### src/sv/assert_macros.svh
// Assertion macros used by the radio mode sequencer top level.
`ifndef ASSERT_MACROS_SVH
`define ASSERT_MACROS_SVH

// Clocked implication check, disabled while reset is asserted.
`define RMS_ASSERT(label, clk_sig, rst_sig, prop, msg) \
    label: assert property (@(posedge clk_sig) disable iff (!rst_sig) prop) \
        else $error(msg);

// Clocked check with no reset qualifier.
`define RMS_ASSERT_ALWAYS(label, clk_sig, prop, msg) \
    label: assert property (@(posedge clk_sig) prop) else $error(msg);

`endif

### src/sv/rms_pkg.sv
// Types, codes and constants of the radio mode sequencer.
package rms_pkg;

    typedef logic [1:0]  cmd_t;
    typedef logic [4:0]  sel_t;
    typedef logic [31:0] word_t;
    typedef logic [3:0]  mode_t;
    typedef logic [7:0]  time_t;
    typedef logic [8:0]  evmask_t;
    typedef logic [10:0] inten_t;
    typedef logic [0:0]  cfg_idx_t;

    // Commands
    localparam cmd_t CMD_WRITE = 2'd0;
    localparam cmd_t CMD_READ  = 2'd1;
    localparam cmd_t CMD_TICK  = 2'd2;

    // Register selectors
    localparam sel_t SEL_TXEN      = 5'd0;
    localparam sel_t SEL_RXEN      = 5'd1;
    localparam sel_t SEL_START     = 5'd2;
    localparam sel_t SEL_DISABLE   = 5'd4;
    localparam sel_t SEL_TASK_LAST = 5'd6;
    localparam sel_t SEL_EV_FIRST  = 5'd7;
    localparam sel_t SEL_EV_LAST   = 5'd15;
    localparam sel_t SEL_SHORTS    = 5'd16;
    localparam sel_t SEL_INTEN     = 5'd17;
    localparam sel_t SEL_INTENSET  = 5'd18;
    localparam sel_t SEL_INTENCLR  = 5'd19;
    localparam sel_t SEL_MODE      = 5'd20;

    // Modes
    localparam mode_t MODE_OFF    = 4'd0;
    localparam mode_t MODE_RXRU   = 4'd1;
    localparam mode_t MODE_RXIDLE = 4'd2;
    localparam mode_t MODE_RX     = 4'd3;
    localparam mode_t MODE_RXDIS  = 4'd4;
    localparam mode_t MODE_TXRU   = 4'd9;
    localparam mode_t MODE_TXIDLE = 4'd10;
    localparam mode_t MODE_TX     = 4'd11;
    localparam mode_t MODE_TXDIS  = 4'd12;

    // Event bit positions
    localparam int EV_READY    = 0;
    localparam int EV_ADDRESS  = 1;
    localparam int EV_PAYLOAD  = 2;
    localparam int EV_END      = 3;
    localparam int EV_DISABLED = 4;

    // Shortcut bit positions
    localparam int SC_READY_START   = 0;
    localparam int SC_END_DISABLE   = 1;
    localparam int SC_DISABLED_TXEN = 2;
    localparam int SC_DISABLED_RXEN = 3;
    localparam int SC_END_START     = 5;

    // Interrupt enable bit of the last event
    localparam int IE_BCMATCH = 10;

    // Timing register indexes and reset values
    localparam cfg_idx_t CFG_RAMP   = 1'd0;
    localparam cfg_idx_t CFG_PACKET = 1'd1;
    localparam time_t RAMP_RESET    = 8'd10;
    localparam time_t PACKET_RESET  = 8'd100;

    // Architectural state of the sequencer
    typedef struct packed {
        mode_t   mode;
        time_t   countdown;
        logic    armed;
        evmask_t flags;
        evmask_t shorts;
        inten_t  inten;
    } state_t;

    // Result of one transaction
    typedef struct packed {
        word_t   read_data;
        logic    irq_level;
        evmask_t events_fired;
        mode_t   radio_mode;
    } result_t;

endpackage

### src/sv/rms_if.sv
// Valid/ready channel interfaces of the radio mode sequencer.
interface rms_in_if;
    logic           valid;
    logic           ready;
    rms_pkg::cmd_t  cmd;
    rms_pkg::sel_t  reg_sel;
    rms_pkg::word_t wdata;

    modport source (output valid, output cmd, output reg_sel, output wdata, input ready);
    modport sink   (input valid, input cmd, input reg_sel, input wdata, output ready);
endinterface

interface rms_out_if;
    logic             valid;
    logic             ready;
    rms_pkg::word_t   read_data;
    logic             irq_level;
    rms_pkg::evmask_t events_fired;
    rms_pkg::mode_t   radio_mode;

    modport source (output valid, output read_data, output irq_level,
                    output events_fired, output radio_mode, input ready);
    modport sink   (input valid, input read_data, input irq_level,
                    input events_fired, input radio_mode, output ready);
endinterface

### src/sv/rms_step.sv
// Next-state and result logic for one sequencer transaction.
module rms_step
(
    input  rms_pkg::state_t  cur,
    input  rms_pkg::cmd_t    cmd,
    input  rms_pkg::sel_t    sel,
    input  rms_pkg::word_t   wdata,
    input  rms_pkg::time_t   ramp_time,
    input  rms_pkg::time_t   packet_time,
    output rms_pkg::state_t  nxt,
    output rms_pkg::result_t res
);

    rms_pkg::mode_t   m;
    rms_pkg::time_t   cd;
    logic             arm;
    rms_pkg::evmask_t flg;
    rms_pkg::evmask_t sh;
    rms_pkg::inten_t  ie;
    rms_pkg::evmask_t fired;
    rms_pkg::word_t   rd;
    rms_pkg::evmask_t en_map;
    logic [3:0]       ev_idx;
    logic             nonzero;

    assign nonzero = (wdata != '0);
    assign ev_idx  = 4'(sel - rms_pkg::SEL_EV_FIRST);

    always_comb
    begin
        m     = cur.mode;
        cd    = cur.countdown;
        arm   = cur.armed;
        flg   = cur.flags;
        sh    = cur.shorts;
        ie    = cur.inten;
        fired = '0;
        rd    = '0;

        unique case (cmd)
            rms_pkg::CMD_WRITE:
            begin
                if (sel <= rms_pkg::SEL_TASK_LAST)
                begin
                    // task trigger; only nonzero writes start it
                    if (nonzero)
                    begin
                        unique case (sel)
                            rms_pkg::SEL_TXEN:
                            begin
                                m   = rms_pkg::MODE_TXRU;
                                cd  = ramp_time;
                                arm = 1'b1;
                            end
                            rms_pkg::SEL_RXEN:
                            begin
                                m   = rms_pkg::MODE_RXRU;
                                cd  = ramp_time;
                                arm = 1'b1;
                            end
                            rms_pkg::SEL_START:
                            begin
                                cd  = ramp_time;
                                arm = 1'b1;
                            end
                            rms_pkg::SEL_DISABLE:
                            begin
                                if (m == rms_pkg::MODE_TXIDLE)
                                    m = rms_pkg::MODE_TXDIS;
                                else if (m == rms_pkg::MODE_RXIDLE)
                                    m = rms_pkg::MODE_RXDIS;
                                cd  = ramp_time;
                                arm = 1'b1;
                            end
                            default: ;
                        endcase
                    end
                end
                else if (sel <= rms_pkg::SEL_EV_LAST)
                begin
                    flg[ev_idx] = nonzero;
                end
                else
                begin
                    unique case (sel)
                        rms_pkg::SEL_SHORTS:   sh = wdata[8:0];
                        rms_pkg::SEL_INTEN:    ie = wdata[10:0];
                        rms_pkg::SEL_INTENSET: ie = ie | wdata[10:0];
                        rms_pkg::SEL_INTENCLR: ie = ie & ~wdata[10:0];
                        default: ;
                    endcase
                end
            end

            rms_pkg::CMD_READ:
            begin
                unique case (sel) inside
                    [rms_pkg::SEL_EV_FIRST:rms_pkg::SEL_EV_LAST]:
                        rd = {31'd0, cur.flags[ev_idx]};
                    rms_pkg::SEL_SHORTS:
                        rd = {23'd0, cur.shorts};
                    rms_pkg::SEL_INTEN, rms_pkg::SEL_INTENSET, rms_pkg::SEL_INTENCLR:
                        rd = {21'd0, cur.inten};
                    rms_pkg::SEL_MODE:
                        rd = {28'd0, cur.mode};
                    default:
                        rd = '0;
                endcase
            end

            rms_pkg::CMD_TICK:
            begin
                if (arm)
                begin
                    if (cd <= 8'd1)
                    begin
                        // expiry: disarm, then advance the mode
                        arm = 1'b0;
                        cd  = '0;
                        unique case (m) inside
                            rms_pkg::MODE_TXRU, rms_pkg::MODE_RXRU:
                            begin
                                m = (m == rms_pkg::MODE_TXRU) ? rms_pkg::MODE_TXIDLE
                                                              : rms_pkg::MODE_RXIDLE;
                                fired[rms_pkg::EV_READY] = 1'b1;
                                if (sh[rms_pkg::SC_READY_START])
                                begin
                                    cd  = ramp_time;
                                    arm = 1'b1;
                                end
                            end
                            rms_pkg::MODE_TXIDLE, rms_pkg::MODE_RXIDLE:
                            begin
                                m   = (m == rms_pkg::MODE_TXIDLE) ? rms_pkg::MODE_TX
                                                                  : rms_pkg::MODE_RX;
                                cd  = packet_time;
                                arm = 1'b1;
                            end
                            rms_pkg::MODE_TX, rms_pkg::MODE_RX:
                            begin
                                fired[rms_pkg::EV_ADDRESS] = 1'b1;
                                fired[rms_pkg::EV_PAYLOAD] = 1'b1;
                                fired[rms_pkg::EV_END]     = 1'b1;
                                m = (m == rms_pkg::MODE_TX) ? rms_pkg::MODE_TXIDLE
                                                            : rms_pkg::MODE_RXIDLE;
                                // END shortcuts: disable first, then start
                                if (sh[rms_pkg::SC_END_DISABLE])
                                begin
                                    m   = (m == rms_pkg::MODE_TXIDLE) ? rms_pkg::MODE_TXDIS
                                                                      : rms_pkg::MODE_RXDIS;
                                    cd  = ramp_time;
                                    arm = 1'b1;
                                end
                                if (sh[rms_pkg::SC_END_START])
                                begin
                                    cd  = ramp_time;
                                    arm = 1'b1;
                                end
                            end
                            rms_pkg::MODE_TXDIS, rms_pkg::MODE_RXDIS:
                            begin
                                m = rms_pkg::MODE_OFF;
                                fired[rms_pkg::EV_DISABLED] = 1'b1;
                                if (sh[rms_pkg::SC_DISABLED_TXEN])
                                begin
                                    m   = rms_pkg::MODE_TXRU;
                                    cd  = ramp_time;
                                    arm = 1'b1;
                                end
                                if (sh[rms_pkg::SC_DISABLED_RXEN])
                                begin
                                    m   = rms_pkg::MODE_RXRU;
                                    cd  = ramp_time;
                                    arm = 1'b1;
                                end
                            end
                            default: ;
                        endcase
                        flg = flg | fired;
                    end
                    else
                    begin
                        cd = cd - 8'd1;
                    end
                end
            end

            default: ;
        endcase
    end

    // interrupt: enable bits 0..7 map to events 0..7, bit 10 to the last event
    assign en_map = {ie[rms_pkg::IE_BCMATCH], ie[7:0]};

    assign nxt.mode      = m;
    assign nxt.countdown = cd;
    assign nxt.armed     = arm;
    assign nxt.flags     = flg;
    assign nxt.shorts    = sh;
    assign nxt.inten     = ie;

    assign res.read_data    = rd;
    assign res.irq_level    = |(flg & en_map);
    assign res.events_fired = fired;
    assign res.radio_mode   = m;

endmodule

### src/sv/radio_mode_sequencer_unit.sv
// Top level of the radio mode sequencer: input register, state update, result register.
//
// The sequencer accepts one transaction (bus write, bus read or microsecond tick) per
// clock and returns one result per transaction. A transaction is captured in an input
// register; once the result register is free or being drained, the mode, timer, event
// flag and enable state are updated by combinational logic and the result is loaded
// into the output register. Throughput is one transaction per cycle; it drops only
// while the output side withholds ready. The user must write ramp_time and packet_time
// through the plain write port only while idle; the block itself does not enforce this.
`include "assert_macros.svh"

module radio_mode_sequencer_unit
(
    input  logic                clk,
    input  logic                rst_n,
    input  logic                wr_en,
    input  rms_pkg::cfg_idx_t   wr_index,
    input  rms_pkg::time_t      wr_data,
    rms_in_if.sink              in_chan,
    rms_out_if.source           out_chan
);

    rms_pkg::state_t  state_reg;
    rms_pkg::state_t  state_next;
    rms_pkg::result_t result_next;
    rms_pkg::result_t result_reg;
    rms_pkg::time_t   ramp_reg;
    rms_pkg::time_t   packet_reg;

    logic             s1_valid_reg;
    rms_pkg::cmd_t    s1_cmd_reg;
    rms_pkg::sel_t    s1_sel_reg;
    rms_pkg::word_t   s1_wdata_reg;
    logic             out_valid_reg;
    logic             advance;

    // stage moves when the result register is free or being drained
    assign advance       = s1_valid_reg && (!out_valid_reg || out_chan.ready);
    assign in_chan.ready = !s1_valid_reg || advance;

    // timing registers
    always_ff @(posedge clk or negedge rst_n)
    begin
        if (!rst_n)
        begin
            ramp_reg   <= rms_pkg::RAMP_RESET;
            packet_reg <= rms_pkg::PACKET_RESET;
        end
        else if (wr_en)
        begin
            if (wr_index == rms_pkg::CFG_RAMP)
                ramp_reg <= wr_data;
            else
                packet_reg <= wr_data;
        end
    end

    // input register control
    always_ff @(posedge clk or negedge rst_n)
    begin
        if (!rst_n)
            s1_valid_reg <= 1'b0;
        else if (in_chan.ready)
            s1_valid_reg <= in_chan.valid;
    end

    // input register payload
    always_ff @(posedge clk)
    begin
        if (in_chan.valid && in_chan.ready)
        begin
            s1_cmd_reg   <= in_chan.cmd;
            s1_sel_reg   <= in_chan.reg_sel;
            s1_wdata_reg <= in_chan.wdata;
        end
    end

    rms_step u_step
    (
        .cur         (state_reg),
        .cmd         (s1_cmd_reg),
        .sel         (s1_sel_reg),
        .wdata       (s1_wdata_reg),
        .ramp_time   (ramp_reg),
        .packet_time (packet_reg),
        .nxt         (state_next),
        .res         (result_next)
    );

    // sequencer state
    always_ff @(posedge clk or negedge rst_n)
    begin
        if (!rst_n)
            state_reg <= '0;
        else if (advance)
            state_reg <= state_next;
    end

    // result register control
    always_ff @(posedge clk or negedge rst_n)
    begin
        if (!rst_n)
            out_valid_reg <= 1'b0;
        else if (advance)
            out_valid_reg <= 1'b1;
        else if (out_chan.ready)
            out_valid_reg <= 1'b0;
    end

    // result register payload
    always_ff @(posedge clk)
    begin
        if (advance)
            result_reg <= result_next;
    end

    assign out_chan.valid        = out_valid_reg;
    assign out_chan.read_data    = result_reg.read_data;
    assign out_chan.irq_level    = result_reg.irq_level;
    assign out_chan.events_fired = result_reg.events_fired;
    assign out_chan.radio_mode   = result_reg.radio_mode;

    // checks
    `RMS_ASSERT(a_fire_tick_only, clk, rst_n,
        advance && (s1_cmd_reg != rms_pkg::CMD_TICK) |=> (result_reg.events_fired == '0),
        "events fired by a non-tick transaction")
    `RMS_ASSERT(a_fired_flagged, clk, rst_n,
        advance |=> ((result_reg.events_fired & state_reg.flags) == result_reg.events_fired),
        "fired event not recorded in the flags")
    `RMS_ASSERT(a_countdown_dec, clk, rst_n,
        advance && (s1_cmd_reg == rms_pkg::CMD_TICK) && state_reg.armed
            && (state_reg.countdown > 8'd1)
            |=> (state_reg.countdown == 8'($past(state_reg.countdown) - 8'd1)),
        "timer did not count down on a tick")
    `RMS_ASSERT(a_mode_matches, clk, rst_n,
        advance |=> (result_reg.radio_mode == state_reg.mode),
        "reported mode differs from the mode register")

endmodule
### src/flat_wrapper.sv
// flat-port wrapper written by rule: the top's interface ports become plain ports
module radio_mode_sequencer_unit_flat 
  (clk, rst_n, wr_en, wr_index, wr_data, in_chan_valid, in_chan_cmd, in_chan_reg_sel, in_chan_wdata, in_chan_ready, out_chan_valid, out_chan_read_data, out_chan_irq_level, out_chan_events_fired, out_chan_radio_mode, out_chan_ready);
  rms_in_if in_chan_i ();
  rms_out_if out_chan_i ();
  input  logic clk;
  input  logic rst_n;
  input  logic wr_en;
  input  rms_pkg::cfg_idx_t wr_index;
  input  rms_pkg::time_t wr_data;
  input wire logic [$bits(in_chan_i.valid)-1:0] in_chan_valid;
  input wire logic [$bits(in_chan_i.cmd)-1:0] in_chan_cmd;
  input wire logic [$bits(in_chan_i.reg_sel)-1:0] in_chan_reg_sel;
  input wire logic [$bits(in_chan_i.wdata)-1:0] in_chan_wdata;
  output wire logic [$bits(in_chan_i.ready)-1:0] in_chan_ready;
  output wire logic [$bits(out_chan_i.valid)-1:0] out_chan_valid;
  output wire logic [$bits(out_chan_i.read_data)-1:0] out_chan_read_data;
  output wire logic [$bits(out_chan_i.irq_level)-1:0] out_chan_irq_level;
  output wire logic [$bits(out_chan_i.events_fired)-1:0] out_chan_events_fired;
  output wire logic [$bits(out_chan_i.radio_mode)-1:0] out_chan_radio_mode;
  input wire logic [$bits(out_chan_i.ready)-1:0] out_chan_ready;
  assign in_chan_i.valid = in_chan_valid;
  assign in_chan_i.cmd = in_chan_cmd;
  assign in_chan_i.reg_sel = in_chan_reg_sel;
  assign in_chan_i.wdata = in_chan_wdata;
  assign in_chan_ready = in_chan_i.ready;
  assign out_chan_valid = out_chan_i.valid;
  assign out_chan_read_data = out_chan_i.read_data;
  assign out_chan_irq_level = out_chan_i.irq_level;
  assign out_chan_events_fired = out_chan_i.events_fired;
  assign out_chan_radio_mode = out_chan_i.radio_mode;
  assign out_chan_i.ready = out_chan_ready;
  radio_mode_sequencer_unit u_core (.clk(clk), .rst_n(rst_n), .wr_en(wr_en), .wr_index(wr_index), .wr_data(wr_data), .in_chan(in_chan_i), .out_chan(out_chan_i));
endmodule
### config.mk
export PLATFORM = sky130hd
export DESIGN_NAME = radio_mode_sequencer_unit_flat
export DESIGN_NICKNAME = d
export VERILOG_FILES = /design/src/sv/rms_pkg.sv /design/src/sv/rms_if.sv /design/src/sv/rms_step.sv /design/src/sv/radio_mode_sequencer_unit.sv /design/src/flat_wrapper.sv
export VERILOG_INCLUDE_DIRS = /design/src /design/src/sv
export SDC_FILE = /design/constraint.sdc
export NUM_CORES = 1
export LEC_CHECK = 0
export CAP_MARGIN = 20
export CORE_ASPECT_RATIO = 1.5
export CORE_MARGIN = 5
export CORE_UTILIZATION = 23
export CTS_BUF_LIST = sky130_fd_sc_hd__clkbuf_8
export DETAILED_ROUTE_END_ITERATION = 12
export DONT_BUFFER_PORTS = 1
export SLEW_MARGIN = 10
export SYNTH_ARGS = -nofsm -noshare
export SYNTH_HDL_FRONTEND = slang
export SYNTH_HIERARCHICAL = 1
export SYNTH_SLANG_ARGS = --single-unit
### constraint.sdc
create_clock -name clk -period 2.6 [get_ports clk]
set_clock_uncertainty 0.05 [all_clocks]
set_input_delay 0.52 -clock clk [delete_from_list [all_inputs] [get_ports clk]]
set_output_delay 0.52 -clock clk [all_outputs]
set_load 0.1 [all_outputs]
# Word-level counts from Yosys, hierarchy flattened
# Index checks and enable logic that the tools add are counted.
# word_totals
out_inout_bits,48
regBits,141
inputBits,53
# op_classes
reduce_logical,28
n_lt_le_gt_ge,6
n_mux,69
eq_ne,23
n_addsub,2
bitwise,8
# op_table
op,count
2-to-1 mux 8 bit,10
2-to-1 mux 4 bit,13
case mux 11 bit (4 select lines),1
2-to-1 mux 9 bit,4
2-to-1 mux 11 bit,3
case mux 11 bit (3 select lines),1
case mux 8 bit (4 select lines),1
nonzero test 32 bit,1
"equality test 5 bit, second input constant",5
2-to-1 mux 1 bit,22
"equality test 4 bit, second input constant",5
case mux 9 bit (2 select lines),1
case mux 4 bit (4 select lines),1
case mux 8 bit (2 select lines),1
AND reduction 5 bit,3
2-to-1 mux 3 bit,4
case mux 4 bit (3 select lines),1
AND 11 bit,1
inverter 11 bit,1
bitwise OR 11 bit,1
AND 9 bit,1
bitwise mux 9 bit,1
bitwise OR 9 x 5 -> 9 bit,1
OR reduction 9 bit,1
other kinds (37),52

# Logic depth before layout (Yosys ltp)
# depth
word_depth,12
ltp_mapped,11

# Hierarchy
# Netlist, hierarchy kept.
# by_module_without_submodules
mod,area_each_um2,seq_area_each_um2,instances,cells_each
radio_mode_sequencer_unit,4983.5,4060.1,1,235
rms_step,2238.4,0.0,1,344

# Worst setup path after synthesis
# OpenSTA, ideal clock, no wires.
# synth_path
path_kind,flip-flop to flip-flop
startpoint,reg u_core.out_valid_reg (netlist: u_core/out_chan.valid)
endpoint,"reg u_core.s1_cmd_reg[0], enable pin"
required_time_ps,2113
path_stages_with_launch,3
arrival_ps,2911
synth_period_minus_slack_ps,3398
slack_ps,-798
cell_sequence,dfrtp_1 > nand3b_1 > and2_1
# synth_between
elab_chain_cells,5
# synth_rtl
element,line_no,rtl
start: declaration,radio_mode_sequencer_unit.sv:34,logic out_valid_reg;
start signal: assignment,radio_mode_sequencer_unit.sv:103,out_valid_reg <= 1'b0;
start signal: assignment,radio_mode_sequencer_unit.sv:105,out_valid_reg <= 1'b1;
start signal: assignment,radio_mode_sequencer_unit.sv:107,out_valid_reg <= 1'b0;
logical NOT 1 bit,radio_mode_sequencer_unit.sv:38,assign advance = s1_valid_reg && (!out_valid_reg || out_chan.ready);
logical OR 1 bit,radio_mode_sequencer_unit.sv:38,
logical AND 1 bit,radio_mode_sequencer_unit.sv:38,
logical OR 1 bit,radio_mode_sequencer_unit.sv:39,assign in_chan.ready = !s1_valid_reg || advance;
via in_chan_ready,flat_wrapper.sv:15,output wire logic [$bits(in_chan_i.ready)-1:0] in_chan_ready;
logical AND 1 bit,radio_mode_sequencer_unit.sv:70,if (in_chan.valid && in_chan.ready)
end signal: assignment,radio_mode_sequencer_unit.sv:72,s1_cmd_reg <= in_chan.cmd;
end: declaration,radio_mode_sequencer_unit.sv:31,rms_pkg::cmd_t s1_cmd_reg;
# The timed path passes the listed nets, and every way through them passes these cells.
# A chain may end at the register's enable or synchronous reset.

==> key figures <==
Run status
  • Status: finished with violations
  • Failing checks: negative setup slack

Die
  • Die W: 154.7 um
  • Full die area: 35120 um2
  • Core Footprint: 31040 um2
  • Initial Utilization: 23.27%
  • Die height: 227.0 um
  • Core Rows: 79
  • IO Pins: 101

Hold path
  • Hold Path Class: in -> reg

Yosys
  • Largest area contributor in the netlist: edfxtp_1
  • Mapped Cells: 579
  • Avg Cell Area, Syn: 12.47 um2
  • Largest family of logic cells by synthesized area: multiplexers
  • Post-Synth Simple-Gate Area: 12.44%
  • Number of synthesized flops with an enable pin: 85
  • XOR/XNOR Fraction of Synth Area: 0.2426%
  • Netlist cell types: 72
  • Register area share after synthesis: 56.22%
  • Multiplexer share of the synthesized area: 12.91%
  • Complex-gate fraction of the synthesized area: 11.40%
  • Adder-Cell Fraction of Synth Area: 1.040%
  • Post-synth ARST share: 41.38%
  • Top_reg_cell synth: edfxtp_1
  • Top cell type's share of synthesized area: 35.34%
  • Top post-synthesis cells by area: edfxtp_1, dfrtp_1, mux2_4
  • Yosys warnings: 6
  • Synthesized area: 7222 um2
  • Synthesis-stage register bit count: 145

Layout
  • # nets final: 773
  • Finished Cell Area: 9209 um2
  • Util after Layout: 29.67%
  • Max FFs per register: 42
  • Layout cells sized above 1: 39.61%
  • Filler instances: 3187
  • N_diodes: 0
  • Commonest non-fill, non-tap cell in the layout: buf_4
  • Area Growth Syn to Fin: 27.51%
  • Most frequent cells in the layout: buf_4, edfxtp_1, dfrtp_1, nand2_1

Critical path
  • CP max FO: 6
  • Crit Path Class: reg -> reg
  • Critical Path AT: 2.87 ns
  • Crit. End Element: flip-flop
  • CP Launch Type: flip-flop
  • WP data required: 2.78 ns

Timing
  • Max_slew headroom: 47.96%
  • Fin crit period: 2.695 ns
  • Final setup fails: 1
  • RSZ-0062 raised after global routing: true
  • Final Max Slew Viols: 0
  • Maximum clock rate: 371.1 MHz
  • Final count of hold timing violations: 0
  • Least-Margin Pin Slew: 0.7754 ns
  • Sum Neg Setup Slack: -0.09481 ns
  • Final WS setup: -0.09481 ns
  • Final period util: 103.6%

Route
  • Vias per cell: 4.422
  • Post-route ant nets: 0
  • Initial DRC count: 347
  • DRT Pass-1 Iters: 6
  • WL/cell: 16.54 um
  • Final wirelength: 18.73 mm
  • Vias: 5006
  • DRC violations left: 0

Clocking
  • H-tree depth: 4
  • Buffer levels on the longest clock path: 2
  • Clock slew seen by the registers of the worst setup and hold paths: 0.10 ns
  • Clk root buf: clkbuf_8
  • TritonCTS buffer count: 17
  • CTS tree: yes
  • Clk sinks: 145
  • Clk_lat worst skew: 0.49 ns

Place
  • Post-DP HPWL: 13.62 mm
  • Port Buffer Count: 0
  • Gpl congestion: 0.8555
  • Placed Area: 8522 um2

GRT
  • Vias in the first global route: 5143
  • Tot GR Track Use: 10.80%
  • Grt total ovfl: 0
  • First-pass GRT wire length: 28.90 mm
  • Largest net degree at the start of global routing: 61
  • Initial antenna violation count: 0

Power
  • Peak VDD IR: 396.0 uV
  • Pwr dens: 777.8 nW/um2
  • Leakage power: 3.699 nW

Run
  • Number of max-cap violations: 0
==> timing repair <==
item,CTS,global route
setup buffers,4,7
resized for setup,16,15
endpoints found under the setup margin,9,10
cloned,0,1
pin swaps,7,7
hold endpoints to repair,60,0
hold buffers,2,0
==> report_power, final <==
part | switching [mW] | internal, mW | total (mW)
registers | 0.305 | 2.83 | 3.14
logic | 1.18 | 0.976 | 2.16
clock network | 0.984 | 0.884 | 1.87
==> critical path, cell delays in order, from the launching register on <==
cell      delay (ns)
edfxtp_1        0.53
ha_4            0.24
nand3b_1        0.18
nand2_1         0.10
nand4_1         0.16
mux2_4          0.34
and2_0          0.13
a221o_1         0.25
or4_1           0.46
==> final timing paths <==
path	from	to	slack, ns	depth (start not counted)
min	wr_data[3]	u_core/ramp_reg[3]$_DFFE_PN1P_	0.06	2
min in group asynchronous	rst_n	u_core/state_reg[32]$_DFFE_PN0P_	0.52	2
min reg2reg	u_core/ramp_reg[1]$_DFFE_PN1P_	u_core/ramp_reg[1]$_DFFE_PN1P_	0.45	2
max	u_core/s1_sel_reg[1]$_DFFE_PP_	u_core/out_chan.irq_level$_DFFE_PP_	-0.09	8
max in group asynchronous	rst_n	u_core/state_reg[19]$_DFFE_PN0P_	1.67	2
max reg2reg	u_core/s1_sel_reg[1]$_DFFE_PP_	u_core/out_chan.irq_level$_DFFE_PP_	-0.09	8
==> cell usage after synthesis (5+ instances only) <==
master    count
edfxtp_1     85
dfrtp_1      55
nand2_1      45
nor2_1       43
mux2_4       40
buf_4        32
o21ai_0      31
mux2_2       21
a21oi_1      16
a22oi_1      14
clkbuf_1     14
a22o_1       11
nand3_1      11
nor2b_1      10
nor4_1       10
buf_2         8
inv_1         7
ha_1          6
nand2b_1      6
nand4_1       6
nor3_1        6
o32ai_1       6
and2_1        5
dfstp_2       5
mux2i_1       5
or3_1         5
==> stage by stage <==
| step | hold slack, ns | cells | setup WS (ns) | power, mW |
|---|---|---|---|---|
| after floorplan | 0.1744 | 603 | -0.05153 | 4.678 |
| after global placement | 0.1791 | 1086 | -0.1308 | 5.226 |
| after detailed placement | 0.1791 | 1086 | -0.2001 | 5.256 |
| after CTS | 0.01351 | 1124 | -0.08465 | 7.227 |
| after global routing | 0.01883 | 1132 | -0.1812 | 7.556 |
| final | 0.06040 | 1132 | -0.09481 | 7.162 |
==> area by class of cell <==
class	instances	area (um2)	area share (%)
well taps	405	506.7	5.503
inverters	8	30.03	0.3261
multi-input cells	391	2997	32.54
clock buffers	17	234.0	2.541
repair buffers	151	1205	13.08
flip-flops and latches	145	4061	44.10
clock inverters	15	175.2	1.902
==> layer usage <==
| layer | up-vias | part of all wire (%) | GRT usage (%) |
|---|---|---|---|
| met5 | - | 0 | 0 |
| met3 | 34 | 3.5 | 2.644 |
| met2 | 114 | 57 | 19.99 |
| li1 | 2387 | - | - |
| met1 | 2471 | 36 | 11.27 |
| met4 | 0 | 3.2 | 5.616 |
==> cell families after synthesis <==
logic type                 Yosys count
and+or+nand+nor                    172
DFF                                145
AOI/OAI and AO/OA                  118
muxes                               68
buffers and inverters               67
adders and majority gates            6
xor gates and xnor gates             2
other                                1
Power figures use the tool's default switching activity.
